==> src/hdl/fvp_pkg.sv <==
package fvp_pkg;

   localparam int DATA_W     = 32;
   localparam int OPND_W     = 24;              // operand after the >>8
   localparam int MAT_DEPTH  = 16;
   localparam int MAT_IDX_W  = 4;
   localparam int ORIGIN_W   = 10;
   localparam int SIZE_W     = 11;
   localparam int CSR_IDX_W  = 2;
   localparam int CSR_DATA_W = 11;
   localparam int DIV_STAGES = DATA_W;

   localparam logic [DATA_W-1:0]   HALF_OFFSET     = 32'h0000_0100;
   localparam logic [DATA_W-1:0]   ONE_FIXED       = 32'h0001_0000;
   localparam logic [ORIGIN_W-1:0] ORIGIN_X_RESET  = 10'd0;
   localparam logic [ORIGIN_W-1:0] ORIGIN_Y_RESET  = 10'd0;
   localparam logic [SIZE_W-1:0]   WIDTH_RESET     = 11'd240;
   localparam logic [SIZE_W-1:0]   HEIGHT_RESET    = 11'd160;

   typedef enum logic {
      REQ_LOAD   = 1'b0,
      REQ_VERTEX = 1'b1
   } req_kind_type;

   typedef enum logic [CSR_IDX_W-1:0] {
      CSR_ORIGIN_X = 2'd0,
      CSR_ORIGIN_Y = 2'd1,
      CSR_WIDTH    = 2'd2,
      CSR_HEIGHT   = 2'd3
   } csr_index_type;

   typedef struct packed {
      logic neg_x;
      logic neg_y;
      logic zero;
   } div_tag_type;

   typedef struct packed {
      logic [ORIGIN_W-1:0] origin_x;
      logic [ORIGIN_W-1:0] origin_y;
      logic [SIZE_W-1:0]   width;
      logic [SIZE_W-1:0]   height;
   } view_cfg_type;

endpackage

==> src/hdl/fvp_view.sv <==
module fvp_view (
   input  logic                       clock,
   input  logic                       reset,
   input  logic                       adv,
   input  logic                       in_valid,
   input  logic [fvp_pkg::DATA_W-1:0] px,
   input  logic [fvp_pkg::DATA_W-1:0] py,
   input  logic                       zero,
   input  fvp_pkg::view_cfg_type      cfg,
   output logic                       out_valid,
   output logic [fvp_pkg::DATA_W-1:0] sx,
   output logic [fvp_pkg::DATA_W-1:0] sy,
   output logic                       out_zero
);

   localparam int W  = fvp_pkg::DATA_W;
   localparam int SW = fvp_pkg::SIZE_W;

   logic [W-1:0] mx_in, my_in, mx_ff, my_ff;
   logic         v1_ff, z1_ff, v2_ff, z2_ff;
   logic [W-1:0] sx_ff, sy_ff;

   always_comb begin
      logic signed [W-1:0]    ax;
      logic signed [W-1:0]    ay;
      logic signed [W+SW:0]   pxl;
      logic signed [W+SW:0]   pyl;
      ax    = $signed(px + fvp_pkg::HALF_OFFSET) >>> 1;
      ay    = $signed(fvp_pkg::HALF_OFFSET - py) >>> 1;
      pxl   = ax * $signed({1'b0, cfg.width});
      pyl   = ay * $signed({1'b0, cfg.height});
      mx_in = pxl[W-1:0];
      my_in = pyl[W-1:0];
   end

   always_ff @(posedge clock) begin
      if (reset) begin
         v1_ff <= 1'b0;
         v2_ff <= 1'b0;
      end else if (adv) begin
         v1_ff <= in_valid;
         v2_ff <= v1_ff;
      end
   end

   always_ff @(posedge clock) begin
      if (adv) begin
         mx_ff <= mx_in;
         my_ff <= my_in;
         z1_ff <= zero;
         z2_ff <= z1_ff;
         sx_ff <= z1_ff ? '0 :
                  W'($signed(mx_ff) >>> 8) + W'(cfg.origin_x);
         sy_ff <= z1_ff ? '0 :
                  W'($signed(my_ff) >>> 8) + W'(cfg.origin_y);
      end
   end

   assign out_valid = v2_ff;
   assign sx        = sx_ff;
   assign sy        = sy_ff;
   assign out_zero  = z2_ff;

endmodule

==> config.mk <==
export PLATFORM = sky130hd
export DESIGN_NAME = fvp_view
export DESIGN_NICKNAME = d
export VERILOG_FILES = /design/src/hdl/fvp_pkg.sv /design/src/hdl/fvp_view.sv
export SDC_FILE = /design/constraint.sdc
export NUM_CORES = 1
export LEC_CHECK = 0
export ABC_AREA = 1
export BUFFER_PORTS_ARGS = -buffer_cell sky130_fd_sc_hd__buf_2
export CAP_MARGIN = 20
export CORE_MARGIN = 2
export CORE_UTILIZATION = 58
export DETAILED_ROUTE_END_ITERATION = 7
export GPL_TIMING_DRIVEN = 0
export PLACE_DENSITY = 0.86
export SLEW_MARGIN = 20
export SYNTH_ARGS = -nofsm -noshare
export SYNTH_HDL_FRONTEND = slang
export SYNTH_SLANG_ARGS = --single-unit
==> constraint.sdc <==
create_clock -name clock -period 5.65 [get_ports clock]
set_clock_uncertainty 0.15 [all_clocks]
set_input_delay 0.2825 -clock clock [delete_from_list [all_inputs] [get_ports clock]]
set_output_delay 0.2825 -clock clock [all_outputs]
set_load 0.02 [all_outputs]
==> results.yml <==
timing:
  drv_slew: 0
  relSlewSlack_pct: 44.3
  min_period_ns: 5.89
  fmax_mhz: 170
  whs_ns: 0.0219
  rsz0062_at_grt: "yes"
  setup_ws_ns: -0.244
  finalHoldViolations: 0
  setup_violations: 14
  tightest_slew_ns: 0.835
  period_share_pct: 104
grt:
  grt_first_pass_wirelength_um: 108000
  grt_max_degree: 83
  globalRouteOverflowTotal: 0
  grt_pass1_vias: 22798
  grt_usage_pct: 30.9
  antenna_found_initial: 0
placement:
  port_buffers: 171
  pre_cts_ws_ns: -1.19
  placed_area_mm2: 0.0259
  dp_cells: 3822
  place_congestion: 0.950
  dp_hpwl_um: 52200
setup_path:
  crit_arrival_ns: 5.85
  ff2ff_path_depth: 14
  start_kind: "input port"
  r2r-end: "sy[22]"
  crit_start: "py[6]"
  r2r-start: "my_ff[8]"
  crit_type: "input port to flip-flop"
  worst_setup_path_end_kind: "flip-flop"
  worstPathMaxFanout: 6
  rrSetupSlack_ns: 2.39
  crit_required_ns: 5.61
synthesis:
  ys_warn_count: 0
  syn-instance-count: 3118
  yosysSeqAreaShare_pct: 12.6
  ys_ff_latch: 102
  synthDistinctLibCells: 48
  synth-edff-count: 100
  synthFlopType: "edfxtp_1"
  synthArstFlopShare_pct: 0
  synth.top_cell.area_share_pct: 36.3
  avgSynthCellArea_um2: 7.74
  syn_area_mm2: 0.0241
  yosys-top-cells-area: "fa_1 36%, edfxtp_1 12%, inv_1 12%"
  synth_fp_nets: 3819
  synth_top_area_cell: "fa_1"
run:
  maxCapViolCount: 0
clock_network:
  clock_sinks: 102
  clock_latency_ns: 0.35
  cts_buffers: 9
  cts_buffer_depth: 2
  clk_pin_slew_ns: 0.08
  htreeDepth: 3
  cts_tree: "yes"
  cts_root_buf: "clkbuf_16"
detailed_routing:
  first_pass_iters: 7
  drt-total-wl_um: 70000
  drt-initial-drc-count: 2028
  vias: 22166
  viasPerCell: 5.59
  drc: 0
  wire_per_inst_um: 17.7
  postRouteAntennaNets: 0
floorplanning:
  rows: 74
  core_area_mm2: 0.0409
  die_area_mm2: 0.0433
  die_w_um: 208
  initial_utilization_pct: 59.0
  die_h_um: 208
  top_level_ports: 177
run_status:
  status: "complete, but fails checks"
  violations: "negative setup slack"
min_path:
  worstHoldStart: "in_valid"
  hold_depth: 3
  min_to: "v1_ff"
  hp-class: "input port to flip-flop"
finish:
  synthToLayoutAreaGrowth_pct: 19.6
  antenna_cells: 0
  drive_gt1_share_pct: 19.7
  fillCellCount: 2929
  layout.cells.non_filler: 3964
  fin_nets: 4128
  stdcell_area_mm2: 0.0289
==> metal layers <==
metal  vias up  part of all wire [%]  GRT usage [%]
li1       9840                     -              -
met1     10575                    33           35.3
met2      1315                    51           56.1
met3       436                   8.5           4.54
met4         0                   7.2           16.0
met5         -                     0              0
==> stage by stage <==
stage	util (%)	setup TNS, ns
global route	70.6	-4.84
global placement	63.2	-28.71
floorplan	-	-0.00488
CTS	67.3	0
detailed placement	63.3	-27.45
finish	70.6	-1.49
==> sequential cells by signal, summed over array words and instances (netlist names) <==
register	flops
z1_ff	1
out_zero	1
v1_ff	1
out_valid	1
my_ff	24
mx_ff	24
sy	25
sx	25
==> critical path: stages <==
cell and delay [ns]:
buf_2 0.12, nor2_1 0.19, nand2_1 0.12, nor2_4 0.11, nand2_2 0.07, nand2_4 0.08
inv_4 0.05, nor3_4 0.29, xor2_4 0.29, buf_6 0.15, nand2_4 0.04, fa_1 0.54
inv_2 0.06, fa_1 0.55, fa_1 0.44, fa_1 0.52, inv_2 0.06, fa_1 0.60
inv_2 0.06, ha_4 0.27, a21oi_4 0.17, o21ai_2 0.09, o21bai_4 0.18, a221oi_2 0.23
nand2_1 0.10, xor2_1 0.16
==> Yosys cell counts (all sizes together) (3+ instances only) <==
master / number
nor2: 277
inv: 793
xnor2: 23
nor3: 28
clkbuf: 64
or2: 6
nand4: 23
o21a: 13
nand3b: 3
o21bai: 12
a21oi: 109
o21ai: 65
nand2: 777
fa: 438
a31oi: 6
ha: 152
clkinv: 7
a221oi: 5
nand3: 106
and2: 6
edfxtp: 100
a21o: 9
nor4: 11
xor2: 52
buf: 21
==> worst max path at each step <==
stage | endpoint | slack, ns | depth (start not counted)
6_report | my_ff[30] | -0.24 | 26
5_1_grt | my_ff[31] | -0.47 | 28
4_1_cts | my_ff[31] | 0.0004 | 31
3_5_place_dp | mx_ff[31] | -1.19 | 27
3_3_place_gp | mx_ff[31] | -1.32 | 24
2_1_floorplan | my_ff[30] | -0.005 | 25
==> logic make-up (layout without fill, tap and decap cells) <==
logic type / Yosys count / after routing / synth area share [%]
AOI/OAI and AO/OA: 225 / 225 / 5.26
xor gates and xnor gates: 75 / 75 / 2.72
adders and majority gates: 590 / 590 / 44.2
buffers and inverters: 885 / 1199 / 14.0
DFF: 102 / 102 / 12.6
and+or+nand+nor: 1241 / 1241 / 21.2
==> cell usage in the layout (no fill, tap or decap), types with 12 or more instances in the layout <==
cell      synthesis  final
inv_1           784    748
clkbuf_1         64     48
inv_2             7     32
o21ai_0          60     42
nor2_4            5     29
nand2_1         760    704
nor3_1           27     21
buf_6             0     13
nand4_1          23     23
o21ai_1           5     16
xnor2_1          23     21
xor2_1           52     38
nand2_2          13     52
a21oi_4           0     12
nand3_2           7     12
o21a_1           13     13
ha_1            152    113
buf_2             4    167
nor2_1          267    224
a21oi_1         109     75
nand2_4           4     20
fa_1            438    429
a21oi_2           0     22
nand3_1          99     91
edfxtp_1        100    100
buf_4            14    131
nor2_2            5     24
ha_4              0     34
==> final cells by class <==
cell class / count / area, um^2 / area share, %
sequential: 102 / 3040 / 10.5
inverter: 800 / 3070 / 10.6
clock inverter: 6 / 53.8 / 0.186
timing repair buffer: 305 / 2080 / 7.20
multi-input combinational: 2131 / 19400 / 67.0
clock buffer: 10 / 239 / 0.827
buffer: 78 / 364 / 1.26
tap: 532 / 666 / 2.30
==> what timing repair did <==
item | in CTS | in global routing
hold buffers | 2 | 0
hold endpoints to repair | 3 | 0
buffers inserted | 70 | 62
pin swaps | 78 | 124
endpoints found under the setup margin | 34 | 28
resized for setup | 175 | 234
gates cloned | 0 | 0
Power is left out: the tool's default activity adds up to more than one toggle a clock period on the data nets, which glitch-free logic cannot reach.
